## config.mk

```make
export PLATFORM = sky130hd
export DESIGN_NAME = hmi_frame_command_decoder_core
export DESIGN_NICKNAME = d
export VERILOG_FILES = /design/src/design/hfcd_pkg.sv /design/src/design/hmi_frame_command_decoder_core.sv
export SDC_FILE = /design/constraint.sdc
export NUM_CORES = 1
export LEC_CHECK = 0
export ABC_AREA = 1
export BUFFER_PORTS_ARGS = -buffer_cell sky130_fd_sc_hd__buf_2
export CAP_MARGIN = 20
export CORE_ASPECT_RATIO = 0.5
export CORE_UTILIZATION = 40
export DETAILED_ROUTE_END_ITERATION = 10
export PLACE_DENSITY = 0.57
export SETUP_SLACK_MARGIN = 0.1
export SLEW_MARGIN = 20
export SYNTH_ARGS = -nofsm -noshare
export SYNTH_HDL_FRONTEND = slang
export SYNTH_SLANG_ARGS = --single-unit
```

## constraint.sdc

```tcl
create_clock -name clk_i -period 2.91 [get_ports clk_i]
set_clock_uncertainty 0.05 [all_clocks]
set_input_delay 0.873 -clock clk_i [delete_from_list [all_inputs] [get_ports clk_i]]
set_output_delay 0.873 -clock clk_i [all_outputs]
set_load 0.05 [all_outputs]
```

## src/design/hfcd_pkg.sv

```systemverilog
// ----------------------------------------------------------------------------
// hfcd_pkg
// Frame constants, object ids, command values and state codes for the HMI
// frame command decoder.
// ----------------------------------------------------------------------------
package hfcd_pkg;

  // Frame layout
  localparam logic [7:0] HDR_FIRST   = 8'h5A;
  localparam logic [7:0] HDR_SECOND  = 8'hA5;
  localparam int unsigned FRAME_BYTES = 9;
  localparam int unsigned POS_W       = 4;

  // Byte positions inside a frame
  localparam logic [POS_W-1:0] POS_HUNT    = 4'd0;
  localparam logic [POS_W-1:0] POS_HDR2    = 4'd1;
  localparam logic [POS_W-1:0] POS_BODY    = 4'd2;
  localparam logic [POS_W-1:0] POS_ID_HIGH = 4'd4;
  localparam logic [POS_W-1:0] POS_ID_LOW  = 4'd5;

  // Object ids
  localparam logic [15:0] ID_SPEED  = 16'h1000;
  localparam logic [15:0] ID_ANGLE  = 16'h1001;
  localparam logic [15:0] ID_REPEAT = 16'h1002;
  localparam logic [15:0] ID_DWELL  = 16'h1003;
  localparam logic [15:0] ID_TORQUE = 16'h1100;
  localparam logic [15:0] ID_RUN    = 16'h3000;
  localparam logic [15:0] ID_RUN_EX = 16'h3100;
  localparam logic [15:0] ID_MODE   = 16'h4000;

  // Command values for the run-control ids
  localparam logic [7:0] CMD_START     = 8'd1;
  localparam logic [7:0] CMD_PAUSE     = 8'd2;
  localparam logic [7:0] CMD_STOP      = 8'd3;
  localparam logic [7:0] CMD_IDLE      = 8'd4;
  localparam logic [7:0] CMD_ESTOP     = 8'd5;
  localparam logic [7:0] CMD_ASSIST    = 8'd6;
  localparam logic [7:0] CMD_RESIST    = 8'd7;
  localparam logic [7:0] CMD_FORCE     = 8'd8;

  // Mode-select values
  localparam logic [7:0] MODE_SEL_ACTIVE  = 8'd1;
  localparam logic [7:0] MODE_SEL_PASSIVE = 8'd2;
  localparam logic [7:0] MODE_SEL_FORCE   = 8'd3;

  // Run state codes
  localparam logic [2:0] RUN_IDLE    = 3'd0;
  localparam logic [2:0] RUN_RUNNING = 3'd1;
  localparam logic [2:0] RUN_PAUSED  = 3'd2;
  localparam logic [2:0] RUN_STOP    = 3'd3;
  localparam logic [2:0] RUN_ESTOP   = 3'd4;

  // Top mode codes
  localparam logic [1:0] MODE_IDLE    = 2'd0;
  localparam logic [1:0] MODE_ACTIVE  = 2'd1;
  localparam logic [1:0] MODE_PASSIVE = 2'd2;
  localparam logic [1:0] MODE_FORCE   = 2'd3;

  // Passive submode codes
  localparam logic SUB_ASSIST = 1'b0;
  localparam logic SUB_RESIST = 1'b1;

  // Reset values of the parameter registers
  localparam logic [7:0] SPEED_RST  = 8'd1;
  localparam logic [7:0] ANGLE_RST  = 8'd10;
  localparam logic [7:0] REPEAT_RST = 8'd10;
  localparam logic [7:0] DWELL_RST  = 8'd1;
  localparam logic [7:0] TORQUE_RST = 8'd30;

endpackage

```

## src/design/hmi_frame_command_decoder_core.sv

```systemverilog
// A word accepted at a clock edge gives its result word in the following cycle.
// Throughput: one word per cycle; ready drops only while a result word waits unread.
// The frame tracker and settings registers update at the accept edge, so the result
// register stage is the settings registers themselves plus frame_done and the pulses.
// Reset (rst_ni, asynchronous, active low): hunt restarts, no result pending,
// settings return to speed 1, angle 10, repeat 10, dwell 1, torque 30, running, passive assist.
// ----------------------------------------------------------------------------
// hmi_frame_command_decoder_core
// Hunts for the 0x5A 0xA5 header in a byte stream, gathers nine-byte frames
// and applies the command carried by the object id and the last byte.
// ----------------------------------------------------------------------------
module hmi_frame_command_decoder_core (
  input  logic       clk_i,
  input  logic       rst_ni,
  input  logic       in_valid_i,
  output logic       in_ready_o,
  input  logic [7:0] rx_byte_i,
  output logic       out_valid_o,
  input  logic       out_ready_i,
  output logic       frame_done_o,
  output logic [7:0] speed_value_o,
  output logic [7:0] angle_value_o,
  output logic [7:0] repeat_value_o,
  output logic [7:0] dwell_value_o,
  output logic [7:0] torque_value_o,
  output logic [2:0] run_state_o,
  output logic [1:0] top_mode_o,
  output logic       passive_submode_o,
  output logic       start_pulse_o,
  output logic       stop_pulse_o
);

  import hfcd_pkg::*;

  // Frame tracker
  logic [POS_W-1:0] pos_q, pos_d;
  logic [7:0]       id_hi_q, id_hi_d;
  logic [7:0]       id_lo_q, id_lo_d;

  // Settings registers; these double as the result payload
  logic [7:0] speed_q, speed_d;
  logic [7:0] angle_q, angle_d;
  logic [7:0] repeat_q, repeat_d;
  logic [7:0] dwell_q, dwell_d;
  logic [7:0] torque_q, torque_d;
  logic [2:0] run_q, run_d;
  logic [1:0] mode_q, mode_d;
  logic       sub_q, sub_d;

  // Result handshake and per-word flags
  logic out_valid_q;
  logic done_q, done_d;
  logic start_q, start_d;
  logic stop_q, stop_d;

  logic             accept;
  logic [POS_W:0]   pos_inc;
  logic [15:0]      obj_id;

  // The result register frees up when empty or being read this cycle
  assign in_ready_o = !out_valid_q || out_ready_i;
  assign accept     = in_valid_i && in_ready_o;

  assign pos_inc = {1'b0, pos_q} + {{POS_W{1'b0}}, 1'b1};
  assign obj_id  = {id_hi_q, id_lo_q};

  always_comb begin
    pos_d    = pos_q;
    id_hi_d  = id_hi_q;
    id_lo_d  = id_lo_q;
    speed_d  = speed_q;
    angle_d  = angle_q;
    repeat_d = repeat_q;
    dwell_d  = dwell_q;
    torque_d = torque_q;
    run_d    = run_q;
    mode_d   = mode_q;
    sub_d    = sub_q;
    done_d   = 1'b0;
    start_d  = 1'b0;
    stop_d   = 1'b0;

    if (pos_q == POS_HUNT) begin
      // Wait for the first header byte
      if (rx_byte_i == HDR_FIRST) begin
        pos_d = POS_HDR2;
      end
    end else if (pos_q == POS_HDR2) begin
      // Wrong second byte, a repeated 0x5A included, restarts the hunt
      pos_d = (rx_byte_i == HDR_SECOND) ? POS_BODY : POS_HUNT;
    end else begin
      // Capture the object id; other body bytes but the last are dropped
      if (pos_q == POS_ID_HIGH) begin
        id_hi_d = rx_byte_i;
      end else if (pos_q == POS_ID_LOW) begin
        id_lo_d = rx_byte_i;
      end
      pos_d = pos_inc[POS_W-1:0];
      // Last byte (or an out-of-range position) closes the frame
      if (pos_inc >= (POS_W+1)'(FRAME_BYTES)) begin
        done_d = 1'b1;
        pos_d  = POS_HUNT;
        case (obj_id)
          ID_SPEED:  speed_d  = rx_byte_i;
          ID_ANGLE:  angle_d  = rx_byte_i;
          ID_REPEAT: repeat_d = rx_byte_i;
          ID_DWELL:  dwell_d  = rx_byte_i;
          ID_TORQUE: torque_d = rx_byte_i;
          ID_RUN, ID_RUN_EX: begin
            case (rx_byte_i)
              CMD_START: begin
                run_d   = RUN_RUNNING;
                start_d = 1'b1;
              end
              CMD_PAUSE: run_d = RUN_PAUSED;
              CMD_STOP: begin
                run_d  = RUN_STOP;
                stop_d = 1'b1;
              end
              CMD_IDLE:  run_d = RUN_IDLE;
              CMD_ESTOP: run_d = RUN_ESTOP;
              // Mode changes are only valid on the extended run id
              CMD_ASSIST: begin
                if (obj_id == ID_RUN_EX) begin
                  mode_d = MODE_PASSIVE;
                  sub_d  = SUB_ASSIST;
                end
              end
              CMD_RESIST: begin
                if (obj_id == ID_RUN_EX) begin
                  mode_d = MODE_PASSIVE;
                  sub_d  = SUB_RESIST;
                end
              end
              CMD_FORCE: begin
                if (obj_id == ID_RUN_EX) begin
                  mode_d = MODE_FORCE;
                end
              end
              default: ;
            endcase
          end
          ID_MODE: begin
            case (rx_byte_i)
              MODE_SEL_ACTIVE:  mode_d = MODE_ACTIVE;
              MODE_SEL_PASSIVE: mode_d = MODE_PASSIVE;
              MODE_SEL_FORCE:   mode_d = MODE_FORCE;
              default: ;
            endcase
          end
          default: ;
        endcase
      end
    end
  end

  always_ff @(posedge clk_i or negedge rst_ni) begin
    if (!rst_ni) begin
      pos_q       <= POS_HUNT;
      id_hi_q     <= 8'd0;
      id_lo_q     <= 8'd0;
      speed_q     <= SPEED_RST;
      angle_q     <= ANGLE_RST;
      repeat_q    <= REPEAT_RST;
      dwell_q     <= DWELL_RST;
      torque_q    <= TORQUE_RST;
      run_q       <= RUN_RUNNING;
      mode_q      <= MODE_PASSIVE;
      sub_q       <= SUB_ASSIST;
      out_valid_q <= 1'b0;
      done_q      <= 1'b0;
      start_q     <= 1'b0;
      stop_q      <= 1'b0;
    end else begin
      if (accept) begin
        // Advance state and load the result word together
        pos_q       <= pos_d;
        id_hi_q     <= id_hi_d;
        id_lo_q     <= id_lo_d;
        speed_q     <= speed_d;
        angle_q     <= angle_d;
        repeat_q    <= repeat_d;
        dwell_q     <= dwell_d;
        torque_q    <= torque_d;
        run_q       <= run_d;
        mode_q      <= mode_d;
        sub_q       <= sub_d;
        done_q      <= done_d;
        start_q     <= start_d;
        stop_q      <= stop_d;
        out_valid_q <= 1'b1;
      end else if (out_ready_i) begin
        out_valid_q <= 1'b0;
      end
    end
  end

  assign out_valid_o       = out_valid_q;
  assign frame_done_o      = done_q;
  assign speed_value_o     = speed_q;
  assign angle_value_o     = angle_q;
  assign repeat_value_o    = repeat_q;
  assign dwell_value_o     = dwell_q;
  assign torque_value_o    = torque_q;
  assign run_state_o       = run_q;
  assign top_mode_o        = mode_q;
  assign passive_submode_o = sub_q;
  assign start_pulse_o     = start_q;
  assign stop_pulse_o      = stop_q;

  // Pulses only ever accompany a completed frame
  a_pulse_needs_frame: assert property (@(posedge clk_i) disable iff (!rst_ni)
    (start_q || stop_q) |-> done_q)
    else $error("command pulse without frame end");

  // Start and stop are mutually exclusive
  a_pulse_exclusive: assert property (@(posedge clk_i) disable iff (!rst_ni)
    !(start_q && stop_q))
    else $error("start and stop pulses together");

  // The frame position never leaves the nine-byte window
  a_pos_range: assert property (@(posedge clk_i) disable iff (!rst_ni)
    pos_inc < (POS_W+1)'(FRAME_BYTES + 1))
    else $error("frame position out of range");

  // A completed frame always returns the tracker to the hunt
  a_done_rehunt: assert property (@(posedge clk_i) disable iff (!rst_ni)
    (accept && done_d) |=> (pos_q == POS_HUNT))
    else $error("frame end did not restart the hunt");

endmodule
```

# [After elaboration in Yosys (flattened, before gate mapping)]
# Index checks and enable logic that the tools add are counted.
[totals] register_bits=70 elab_cells=98 in_bits=12
[op_classes] n_lt_le_gt_ge=1 reduce_logical=21 muxes=29 n_eq_ne=28 add_sub_neg=1 bitwise_logic=3
[ops] cell="== test 16 x 13 -> 1 bit, second input constant" n=5
[ops] cell="== test 16 x 14 -> 1 bit, second input constant" n=2
[ops] cell="== test 8 x 3 -> 1 bit, second input constant" n=4
[ops] cell="AND reduction 5 bit" n=6
[ops] cell="two-way mux 1 bit" n=17
[ops] cell="== test 16 x 15 -> 1 bit, second input constant" n=1
[ops] cell="== test 8 x 2 -> 1 bit, second input constant" n=2
[ops] cell="two-way mux 4 bit" n=4
[ops] cell="case mux 3 bit (5 select lines)" n=1
[ops] cell="inequality test 3 bit, second input constant" n=3
[ops] cell="AND reduction 9 bit" n=1
[ops] cell="== test 4 x 3 -> 1 bit, second input constant" n=2
[ops] cell="== test 8 x 1 -> 1 bit, second input constant" n=1
[ops] cell="== test 8 x 4 -> 1 bit, second input constant" n=1
[ops] cell="== test 8 x 7 -> 1 bit, second input constant" n=1
[ops] cell="== test 8 bit, second input constant" n=1
[ops] cell="case mux 2 bit (2 select lines)" n=2
[ops] cell="AND reduction 8 bit" n=1
[ops] cell="two-way mux 2 bit" n=3
[ops] cell="case mux 2 bit (3 select lines)" n=1
[ops] cell="AND reduction 6 bit" n=1
[ops] cell="nonzero test 2 bit" n=3
[ops] cell="adder 4 x 1 -> 5 bit, second input constant" n=1
[ops] cell=">= comparator 5 x 4 -> 1 bit, second input constant" n=1
[ops] cell="14 further kinds" n=18

# [Longest topological paths before layout]
# Gate-level depths: netlist (run 1).
[depth] word_depth=6 mapped_depth=13 mapped_depth_nobuf=13

# [Least setup slack after synthesis (run 1)]
# OpenSTA, ideal clock, no wires.
[synth_timing] path_type="input to register" startpoint="input port out_ready_i" endpoint="register angle_q[5] (netlist: angle_value_o[5])" path_stages=10 n_path_buf=1 setup_time_ns=0.125 slack_ns=0.533 arrival_ns=2.202 path_cell_list="inv_1 > nand2_1 > nand2_2 > inv_2 > nand3_1 > nor2_1 > nand2_2 > buf_2 > nand2_1 > o21ai_1"
[synth_between] elab_chain_cells=3
[synth_lines] item="start, declared" line_no="hmi_frame_command_decoder_core.sv:19" source="input logic out_ready_i,"
[synth_lines] item="logical OR 1 bit" line_no="hmi_frame_command_decoder_core.sv:61" source="assign in_ready_o = !out_valid_q || out_ready_i;"
[synth_lines] item="net in_ready_o" line_no="hmi_frame_command_decoder_core.sv:16" source="output logic in_ready_o,"
[synth_lines] item="logical AND 1 bit" line_no="hmi_frame_command_decoder_core.sv:62" source="assign accept = in_valid_i && in_ready_o;"
[synth_lines] item="AND reduction 5 bit (no line)"
[synth_lines] item="end signal, assigned" line_no="hmi_frame_command_decoder_core.sv:181" source="angle_q <= angle_d;"
[synth_lines] item="end, declared" line_no="hmi_frame_command_decoder_core.sv:42" source="logic [7:0] angle_q, angle_d;"
# The timed path passes the listed nets, and every way through them passes these cells.
# A chain may end at the register's enable or synchronous reset.

# [Worst setup path in the final report (run 1)]
[layout_timing] startpoint="input port out_ready_i" endpoint="output port in_ready_o"
[layout_between] elab_chain_cells=1
[layout_lines] item="logical OR 1 bit" line_no="hmi_frame_command_decoder_core.sv:61"
[layout_lines] item="end, declared" line_no="hmi_frame_command_decoder_core.sv:16"
# No other way between the ends.

==> metrics.txt, run 1 <==
status finished, final reports clean; count of final setup violators 0; worst hold path stage count 2; dpl ws 435 ps; largest net degree at the start of global routing 47; Die Area roughly 8600 µm²; Mapped Cells 375; RSZ-0062 raised after global routing no; DRC viols 0; fin util between 50 and 60%; synthesized cell area 3300 µm²; 1st-iter DRT viols 151; Hold Crit Class reg2reg; leakage power 0.00211 µW; synth unique cells 30; Die X 130 µm; Post-Syn Nets 390; clock latency on the worst-skew pair roughly 330 ps; FILL cells 741; Worst VDD drop 0.284 mV; nets 457; Arr. time, crit path 1350 ps; number of port buffers 62; sequential fraction of the synthesis area between 50% and 60%; fraction of layout cells with a size suffix above 1 28.0%; # hold bufs at CTS 0; clk root buf clkbuf_16; H-tree depth 3; Final Critical Period 2270 ps; vias in the first global route between 2000 and 3000; First-pass DRT Iterations 5; maximum clock path buffer count 2; max_cap viols 0; Avg Inst Size Synth just under 9 µm²; setup ws final 636 ps; synth warn 0; GRT overflow 0; #FFs+latches synth 70; CTS resizes 0; Starting Density between 40% and 50%; crit end category primary output; Die Y-Extent 66.2 µm; area growth from synthesis to layout 23.2%; required time worst endpoint 1990 ps; slew at the pin with the worst max-slew slack 592 ps; I/O pin total 63; core box area approximately 7700 µm²; drt via density between 4 and 5; row cnt 22; RePlAce Congestion 0.857; Routed Wire Length 7920 µm; antenna fix cells 0; initial antenna violation count 0; Routed Antenna Nets 0; Non-Filler Instances 555; crit share post-route 78.1%; fmax ~440 MHz; DP Cell Count 539; global-route wire length before repair 13000 µm; sum of negative setup slack 0 ps; Rel. slew slack roughly three fifths; routed len/inst 14.3 µm; CTS tree built; Setup crit start kind primary input; cts bufs inserted 9; Via Count 2685; max-slew violations 0; Clk pin slew, worst setup/hold paths 50 ps; Power Density 889 nW/µm²; overall routing resource usage around 21%; Final Hold Viols 0; Crit Path Class in2out; worst reg2reg path depth 11; postcts setup bufs 0; CTS sink count 70; CP max FO 3; hpwl dp 5640 µm
## Yosys cell counts
| cell type | n | share of area [%] |
|---|---|---|
| nand2_1 | 102 | 12 |
| dfrtp_1 | 58 | 44 |
| inv_1 | 33 | 3.8 |
| o21ai_0 | 33 | 5.0 |
| nor2_1 | 29 | 3.3 |
| nand3_1 | 23 | 3.5 |
| o21ai_2 | 17 | 4.5 |
| o21ai_1 | 16 | 2.4 |
| dfstp_2 | 12 | 9.6 |
| nor3_1 | 10 | 1.5 |
| nand2_2 | 5 | 0.95 |
| nand4_1 | 5 | 0.95 |
| nand2_4 | 4 | 1.4 |
| buf_2 | 3 | 0.46 |
| ha_1 | 3 | 1.1 |
| a21oi_1 | 2 | 0.30 |
| buf_8 | 2 | 0.91 |
| clkbuf_1 | 2 | 0.23 |
| clkinv_1 | 2 | 0.23 |
| inv_2 | 2 | 0.23 |
| nand3b_1 | 2 | 0.46 |
| nor2_2 | 2 | 0.38 |
| and3_1 | 1 | 0.19 |
| buf_12 | 1 | 0.61 |
| buf_6 | 1 | 0.34 |
| inv_6 | 1 | 0.27 |
| nand3_4 | 1 | 0.53 |
| nand4_4 | 1 | 0.65 |
| nor2_4 | 1 | 0.34 |
| o21bai_1 | 1 | 0.23 |
## report_power, final
group | switching, µW | leakage, µW | internal (µW)
combinational | 716 | 0.00102 | 276
clock | 390 | 0.000177 | 948
sequential | 135 | 0.000909 | 1150
## through the flow
stage	power (µW)	area [µm²]	hold slack, ps
final	3610	4060	419
after floorplan	2050	3300	403
after global routing	3830	4060	444
after global placement	2270	3690	405
after CTS	3650	4060	422
after detailed placement	2290	3690	415
## cells in the final DEF, fill, tap and decap left out, types with 12 or more instances in the layout
| cell | count |
|---|---|
| buf_2 | 62 |
| o21ai_1 | 16 |
| nand3_1 | 23 |
| dfstp_2 | 12 |
| nor2_1 | 29 |
| dfrtp_1 | 58 |
| o21ai_0 | 33 |
| inv_1 | 33 |
| o21ai_2 | 17 |
| nand2_1 | 102 |
## layer usage
layer	global-route usage, %	part of all wire [%]	vias up
met5	0	0	-
li1	-	-	1354
met1	27.9	51	1260
met2	32.8	43	64
met3	5.66	5.2	7
met4	6.03	0.86	0
## path summary, 6_finish.rpt
path,slack [ps],from,endpoint
max,640,out_ready_i,in_ready_o
min,420,top_mode_o[1],top_mode_o[1]
max reg2reg,880,pos_q[0],dwell_value_o[0]
min reg2reg,420,top_mode_o[1],top_mode_o[1]
max in group asynchronous,1610,rst_ni,repeat_value_o[3]
min in group asynchronous,500,rst_ni,out_valid_o
## logic make-up after synthesis
kind of cell    after synthesis  share of synthesized area, %
compound gates               69                          12.5
buf+inv                      47                          7.02
simple gates                186                          25.7
flops                        70                          53.6
fa+ha+maj                     3                          1.14
## layout make-up
type,instances,area (µm²),share of cell area [%]
clock buffer,12,246,6.07
inverter,38,148,3.64
tap,108,135,3.33
timing repair buffer,65,345,8.51
multi-input combinational,258,1300,32.0
sequential,70,1770,43.5
clock inverter,4,120,2.96
## flip-flops by register name, indices dropped and copies added (netlist names)
signal / flops
frame_done_o: 1
id_hi_q: 8
run_state_o: 3
start_pulse_o: 1
dwell_value_o: 8
speed_value_o: 8
angle_value_o: 8
pos_q: 4
repeat_value_o: 8
passive_submode_o: 1
stop_pulse_o: 1
out_valid_o: 1
top_mode_o: 2
id_lo_q: 8
torque_value_o: 8
## worst max-delay path: stages
cell     delay [ps]
buf_2            70
inv_1            30
nand2_1         100
buf_2           280
Power figures use the tool's default switching activity.
==> run 2, diff against run 1 <==
--- a/config.mk
+++ b/config.mk
@@ -5,13 +5,13 @@
 export SDC_FILE = /design/constraint.sdc
 export NUM_CORES = 1
 export LEC_CHECK = 0
-export ABC_AREA = 1
+export ABC_AREA = 0
 export BUFFER_PORTS_ARGS = -buffer_cell sky130_fd_sc_hd__buf_2
 export CAP_MARGIN = 20
 export CORE_ASPECT_RATIO = 0.5
 export CORE_UTILIZATION = 40
 export DETAILED_ROUTE_END_ITERATION = 10
-export PLACE_DENSITY = 0.57
+export PLACE_DENSITY = 0.59
 export SETUP_SLACK_MARGIN = 0.1
 export SLEW_MARGIN = 20
 export SYNTH_ARGS = -nofsm -noshare
==> constraint.sdc (replaced) <==
create_clock -name clk_i -period 2 [get_ports clk_i]
set_clock_uncertainty 0.05 [all_clocks]
set_input_delay 0.6 -clock clk_i [delete_from_list [all_inputs] [get_ports clk_i]]
set_output_delay 0.6 -clock clk_i [all_outputs]
set_load 0.05 [all_outputs]
==> run 2 against run 1 <==
Net effect:
- the flow now finishes with violations (setup timing)
- routed wire length increased by 14%
- hold slack got worse by 360 ps
- power increased by 67%
- die area increased by 2.0%
- area after synthesis increased by 2.0%
- critical path type is now reg2reg
- combinational power increased to 2.7 times the previous value
- core utilization increased by 7.1 points
- clock-buffer cell count unchanged
- register-to-register slack got worse by 1300 ps
- highest routed layer unchanged
- critical path depth increased by 6
- global-route usage increased by 1.3 points
==> metrics.txt, run 2 <==
status complete, but fails checks (was finished, final reports clean); violated checks setup timing; WL met3 385 µm (was 411 µm); Routed Antenna Nets 0 (unchanged); max_cap viols 0 (unchanged); most common library cells after synthesis dfrtp_1, mux2_1, mux2_2 (was nand2_1, dfrtp_1, inv_1, o21ai_0, nor2_1); max-slew violations 0 (unchanged); maximum clock path buffer count 2 (unchanged); Arr. time, crit path 2600 ps (was 1350 ps); cts bufs inserted 9 (unchanged); Hold Crit Class in2async (was reg2reg); row cnt 23 (was 22); Final Hold Viols 0 (unchanged); synth unique cells 52 (was 30); area growth from synthesis to layout 44.7% (was 23.2%); top-count cell post-synth dfrtp_1 (was nand2_1); hold slack 63.3 ps (was 419 ps); most common cell after layout, fill and taps aside buf_4 (was nand2_1); RePlAce Congestion 0.851 (was 0.857); fin util 60.1% (was 53.0%); Crit Path Class reg2reg (was in2out); DRC viols 0 (unchanged); routed len/inst 17.3 µm (was 14.3 µm); Rel. slew slack 72.0% (was 60.5%); crit end category flip-flop (was primary output); overall routing resource usage 22.0% (was 20.7%); area fraction of the dominant cell type after synthesis 43.2% (was 44.0%); largest net degree at the start of global routing 50 (was 47); worst path buffer plus inverter count 4 (was 3); Post-synth EDFFs 0 (unchanged); Power Density 1240 nW/µm² (was 889 nW/µm²); Final Critical Period 2440 ps; Placed Area 4440 µm² (was 3690 µm²); slew at the pin with the worst max-slew slack 414 ps (was 592 ps); Setup crit start kind flip-flop (was primary input); nets 417 (was 457); count of final setup violators 52 (was 0); core box area 8090 µm² (was 7650 µm²); RSZ-0062 raised after global routing yes (was no); Via Count 2659 (was 2685); CTS sink count 70 (unchanged); Final Instance Area 4860 µm² (was 4060 µm²); Avg Inst Size Synth 12.6 µm² (was 8.79 µm²); First-pass DRT Iterations 4 (was 5); top sig layer met4 (unchanged); sequential fraction of the synthesis area 52.5% (was 53.6%); clock latency on the worst-skew pair 330 ps (about the same); largest area contributor in the netlist dfrtp_1 (unchanged); leakage power 0.00244 µW (was 0.00211 µW); clk root buf clkbuf_16 (unchanged); crit-path max cell delay 390 ps (was 280 ps); Cell Chain, Critical Path inv_2 > ha_4 > or2_0 > a211o_1 > a221oi_4 > buf_6 > buf_4 > nor4_4 > buf_12 > mux2_1 (was buf_2 > inv_1 > nand2_1 > buf_2); global-route wire length before repair 14600 µm (was 13000 µm); Post-Syn Nets 282 (was 390); M1 WL 4140 µm (was 4010 µm); required time worst endpoint 2160 ps (was 1990 ps); fraction of layout cells with a size suffix above 1 59.7% (was 28.0%); vias in the first global route 2816 (was 2589); hpwl dp 6410 µm (was 5640 µm); FFs w/ async S/R, synth 100% (unchanged); Starting Density 41.6% (was 43.1%); H-tree depth 3 (unchanged); 1st-iter DRT viols 134 (was 151); drt via density 5.12 (was 4.84); crit share post-route 122%; Die Y-Extent 66.8 µm (was 66.2 µm); CP top delay family compound AO/OA/AOI/OAI gates (was buffers and inverters); #FFs+latches synth 70 (unchanged); Die Area 8800 µm² (was 8630 µm²); GRT overflow 0 (unchanged); setup ws final -441 ps (was 636 ps); most frequent cells in the layout buf_4, buf_2, dfrtp_1 (was nand2_1, buf_2, dfrtp_1); antenna fix cells 0 (unchanged); Clk pin slew, worst setup/hold paths 50 ps (about the same); ys flop type dfrtp_1 (unchanged); Slowest-stage cell, CP dfrtp_1 (was buf_2); Mapped Cells 267 (was 375); I/O pin total 63 (unchanged); number of port buffers 62 (unchanged); Die X 132 µm (was 130 µm); synth warn 0 (unchanged); CTS tree built (unchanged); fmax 410 MHz; Worst VDD drop 0.704 mV (was 0.284 mV); wire length on met2 4410 µm (was 3430 µm); largest cells by area after synthesis dfrtp_1, mux2_1, dfstp_2 (was dfrtp_1, nand2_1, dfstp_2); initial antenna violation count 0 (unchanged); FILL cells 674 (was 741); Routed Wire Length 9000 µm (was 7920 µm); synthesized cell area 3360 µm² (was 3300 µm²); CP max FO 8 (was 3)
run 2: cell types whose count changed after synthesis, sizes merged, moves of 10 or more:
cell    delta
mux2      +59
nor2      -20
clkbuf    +10
inv       -30
nand2    -100
nand3     -16
o21ai     -64
run 2: through the flow:
stage	total power (µW)	setup slack (ps)	cells	setup TNS (ps)
after floorplan	3350	-583	267	-22430
after global placement	4260	-609	501	-21490
after detailed placement	4340	-615	501	-25410
after CTS	6030	-465	518	-19860
after global routing	6310	-537	519	-22980
final	6010	-441	519	-18160
run 2: cells by family after synthesis:
logic type / count (synthesis) / synth area share, %
adder cells (fa/ha/maj): 3 / 1.12
flip-flops: 70 / 52.5
AO/OA/AOI/OAI: 28 / 6.77
XOR/XNOR: 1 / 0.261
AND/OR/NAND/NOR: 82 / 16.4
buffers and inverters: 24 / 2.90
multiplexers: 59 / 20.0
run 2: worst register-to-register path: stages (launching register included):
cell	delay (ps)
dfrtp_1	390
inv_2	80
ha_4	190
or2_0	220
a211o_1	310
a221oi_4	280
buf_6	170
buf_4	130
nor4_4	40
buf_12	150
mux2_1	310
run 2: worst paths after layout:
path,startpoint,endpoint,slack [ps],depth (start not counted)
setup / recovery,pos_q[1],torque_value_o[6],-440,10
hold / removal,rst_ni,passive_submode_o,60,1
setup reg to reg,pos_q[1],torque_value_o[6],-440,10
hold reg to reg,start_pulse_o,start_pulse_o,430,2
max in group asynchronous,rst_ni,speed_value_o[0],1270,2
min in group clk_i,start_pulse_o,start_pulse_o,430,2
run 2: routing by layer:
metal	up-vias	GRT usage [%]
met2	46	37.7
met3	8	4.79
met4	0	7.56
met5	-	0
li1	1254	-
met1	1351	27.9
run 2: timing repair:
| action | CTS | global route |
|---|---|---|
| hold buffers | 0 | 0 |
| buffers inserted | 6 | 1 |
| pin swaps | 9 | 4 |
| gates resized for setup | 26 | 7 |
| endpoints found under the setup margin | 60 | 56 |
run 2: where the power goes:
group | total, µW | leakage, µW | internal (µW) | switching (µW)
sequential | 1920 | 0.000900 | 1710 | 214
clock | 1440 | 0.000129 | 868 | 576
combinational | 2640 | 0.00142 | 1250 | 1390
total | 6010 | 0.00244 | 3830 | 2180
run 2: final cells by class:
type | count | area (µm²) | area share (%)
sequential | 70 | 1770 | 36.4
multi-input combinational | 173 | 1680 | 34.5
inverter | 6 | 22.5 | 0.463
tap | 112 | 140 | 2.88
timing repair buffer | 142 | 983 | 20.2
clock buffer | 12 | 246 | 5.07
clock inverter | 4 | 25.0 | 0.515
==> run 3, diff against run 2 <==
--- a/config.mk
+++ b/config.mk
@@ -5,7 +5,7 @@
 export SDC_FILE = /design/constraint.sdc
 export NUM_CORES = 1
 export LEC_CHECK = 0
-export ABC_AREA = 0
+export ABC_AREA = 1
 export BUFFER_PORTS_ARGS = -buffer_cell sky130_fd_sc_hd__buf_2
 export CAP_MARGIN = 20
 export CORE_ASPECT_RATIO = 0.5
==> run 3 against run 2 <==
Net effect:
- the run now ends clean
- via count increased by 4.4%
- setup slack improved by 600 ps
- highest routed layer unchanged
- clock-buffer cell count decreased by 2
- first-iteration DRC count increased by 29%
- die area decreased by 1.9%
==> metrics.txt, run 3 (synthesis gave the netlist of run 1 again) <==
status finished, final reports clean (was complete, but fails checks); worst path buffer plus inverter count 2 (was 4); Via Count 2777 (was 2659); Rel. slew slack 72.2% (was 72.0%); nets 472 (was 417); core box area 7650 µm² (was 8090 µm²); CP top delay family simple AND/OR/NAND/NOR gates (was compound AO/OA/AOI/OAI gates); clk root buf clkbuf_16 (unchanged); CTS tree built (unchanged); leakage power 0.00211 µW (was 0.00244 µW); GRT overflow 0 (unchanged); max_cap viols 0 (unchanged); count of final setup violators 0 (was 52); Hold Crit Class in2async (unchanged); largest net degree at the start of global routing 71 (was 50); fraction of layout cells with a size suffix above 1 34.4% (was 59.7%); cts bufs inserted 9 (unchanged); maximum clock path buffer count 2 (unchanged); crit-path max cell delay 450 ps (was 390 ps); Crit Path Class reg2reg (unchanged); FILL cells 702 (was 674); most frequent cells in the layout nand2_1, buf_2, dfrtp_1 (was buf_4, buf_2, dfrtp_1); Routed Wire Length 8210 µm (was 9000 µm); Die Area 8630 µm² (was 8800 µm²); antenna fix cells 0 (unchanged); crit share post-route 92.3% (was 122%); slew at the pin with the worst max-slew slack 414 ps (about the same); Clk pin slew, worst setup/hold paths 60 ps (was 50 ps); Routed Antenna Nets 0 (unchanged); CTS sink count 70 (unchanged); drt via density 4.87 (was 5.12); Die Y-Extent 66.2 µm (was 66.8 µm); Worst VDD drop 0.479 mV (was 0.704 mV); routed len/inst 14.4 µm (was 17.3 µm); H-tree depth 3 (unchanged); hpwl dp 5530 µm (was 6410 µm); sum of negative setup slack 0 ps (was -18160 ps); required time worst endpoint 2200 ps (was 2160 ps); clock latency on the worst-skew pair 330 ps (about the same); Power Density 1200 nW/µm² (was 1240 nW/µm²); fmax 542 MHz (was 410 MHz); initial antenna violation count 0 (unchanged); overall routing resource usage 20.7% (was 22.0%); Starting Density 43.1% (was 41.6%); DRC viols 0 (unchanged); Slowest-stage cell, CP dfrtp_2 (was dfrtp_1); global-route wire length before repair 13000 µm (was 14600 µm); most common cell after layout, fill and taps aside nand2_1 (was buf_4); RePlAce Congestion 0.920 (was 0.851); Cell Chain, Critical Path inv_2 > ha_4 > nor2_2 > nand3_1 > nand2_2 > nand3_4 > nand2_4 > clkinv_8 > nand2_8 > nand2_1 > o21ai_1 (was inv_2 > ha_4 > or2_0 > a211o_1 > a221oi_4 > buf_6 > buf_4 > nor4_4 > buf_12 > mux2_1); max-slew violations 0 (unchanged); RSZ-0062 raised after global routing yes (unchanged); CP max FO 16 (was 8); Final Hold Viols 0 (unchanged); Final Critical Period 1850 ps (was 2440 ps); Arr. time, crit path 2050 ps (was 2600 ps); dpl ws 24.8 ps (was -615 ps); Final Instance Area 4190 µm² (was 4860 µm²); setup ws final 155 ps (was -441 ps); vias in the first global route 2642 (was 2816); hold slack 233 ps (was 63.3 ps); 1st-iter DRT viols 173 (was 134); row cnt 22 (was 23); Placed Area 3740 µm² (was 4440 µm²); First-pass DRT Iterations 4 (unchanged); Setup crit start kind flip-flop (unchanged); crit end category flip-flop (unchanged); I/O pin total 63 (unchanged); Die X 130 µm (was 132 µm); number of port buffers 62 (unchanged); area growth from synthesis to layout 27.0% (was 44.7%); # hold bufs at CTS 0 (unchanged)
==> run 3: cell types whose count changed in the layout (fill, tap and decap cells not counted), moves of 6 or more <==
cell	before	now
inv_1	3	31
nand2_2	0	6
mux2_2	20	0
mux2_4	29	0
nand3_1	8	23
buf_4	71	16
o21ai_1	1	17
nand2b_1	6	0
o21ai_2	0	17
o21ai_0	1	32
nor2_2	0	7
nand2_1	10	99
mux2_1	10	0
nor2_1	12	24
==> run 3: timing repair <==
action                     4_1_cts  5_1_grt
setup buffers                    2        6
setup endpoints to repair       26       42
pin swaps                        0        9
gates cloned                     0        1
resized for setup                0       25
==> run 3: worst paths after layout <==
| kind | to | from | slack [ps] | cells past startpoint |
|---|---|---|---|---|
| max in group asynchronous | run_state_o[0] | rst_ni | 1320 | 2 |
| worst max-delay path | repeat_value_o[6] | pos_q[0] | 150 | 11 |
| worst max register to register | repeat_value_o[6] | pos_q[0] | 150 | 11 |
| min in group clk_i | top_mode_o[1] | top_mode_o[1] | 420 | 2 |
| worst min-delay path | dwell_value_o[5] | rst_ni | 230 | 2 |
| worst min register to register | top_mode_o[1] | top_mode_o[1] | 420 | 2 |
==> run 3: area by class of cell <==
| cell class | count | area [µm²] | area share (%) |
|---|---|---|---|
| repair buffers | 79 | 450 | 10.8 |
| multi-input cells | 259 | 1410 | 33.7 |
| clock buffers | 10 | 229 | 5.47 |
| clock inverters | 6 | 38.8 | 0.926 |
| well taps | 108 | 135 | 3.23 |
| flip-flops and latches | 70 | 1770 | 42.3 |
| inverters | 38 | 155 | 3.71 |
==> run 3: worst reg2reg max path, delay by kind of cell, from the launching register on <==
family,cells,cell delay (ps)
flip-flops,1,450
AND/OR/NAND/NOR,7,740
AO/OA/AOI/OAI,1,70
adder cells (fa/ha/maj),1,220
buffers and inverters,2,230
==> run 3: per-layer routing <==
layer	wire length (µm)	track usage (%)	up-vias	part of all wire [%]
met2	3650	31.8	67	44
met5	0	0	-	0
li1	-	-	1381	-
met1	4000	28.0	1324	49
met3	510	6.80	5	6.2
met4	48	6.03	0	0.58
==> run 3: through the flow <==
step / utilization, % / cells / total power (µW)
detailed placement: 48.9 / 545 / 3340
global placement: 48.9 / 545 / 3300
floorplan: - / 375 / 2980
CTS: 52.6 / 563 / 4810
finish: 54.7 / 570 / 5040
global route: 54.7 / 570 / 5360
==> run 3: report_power, final <==
group          switching [µW]  total (µW)  internal [µW]
combinational            1160        1740            577
clock                     591        1430            836
sequential                210        1880           1670
total                    1960        5040           3080
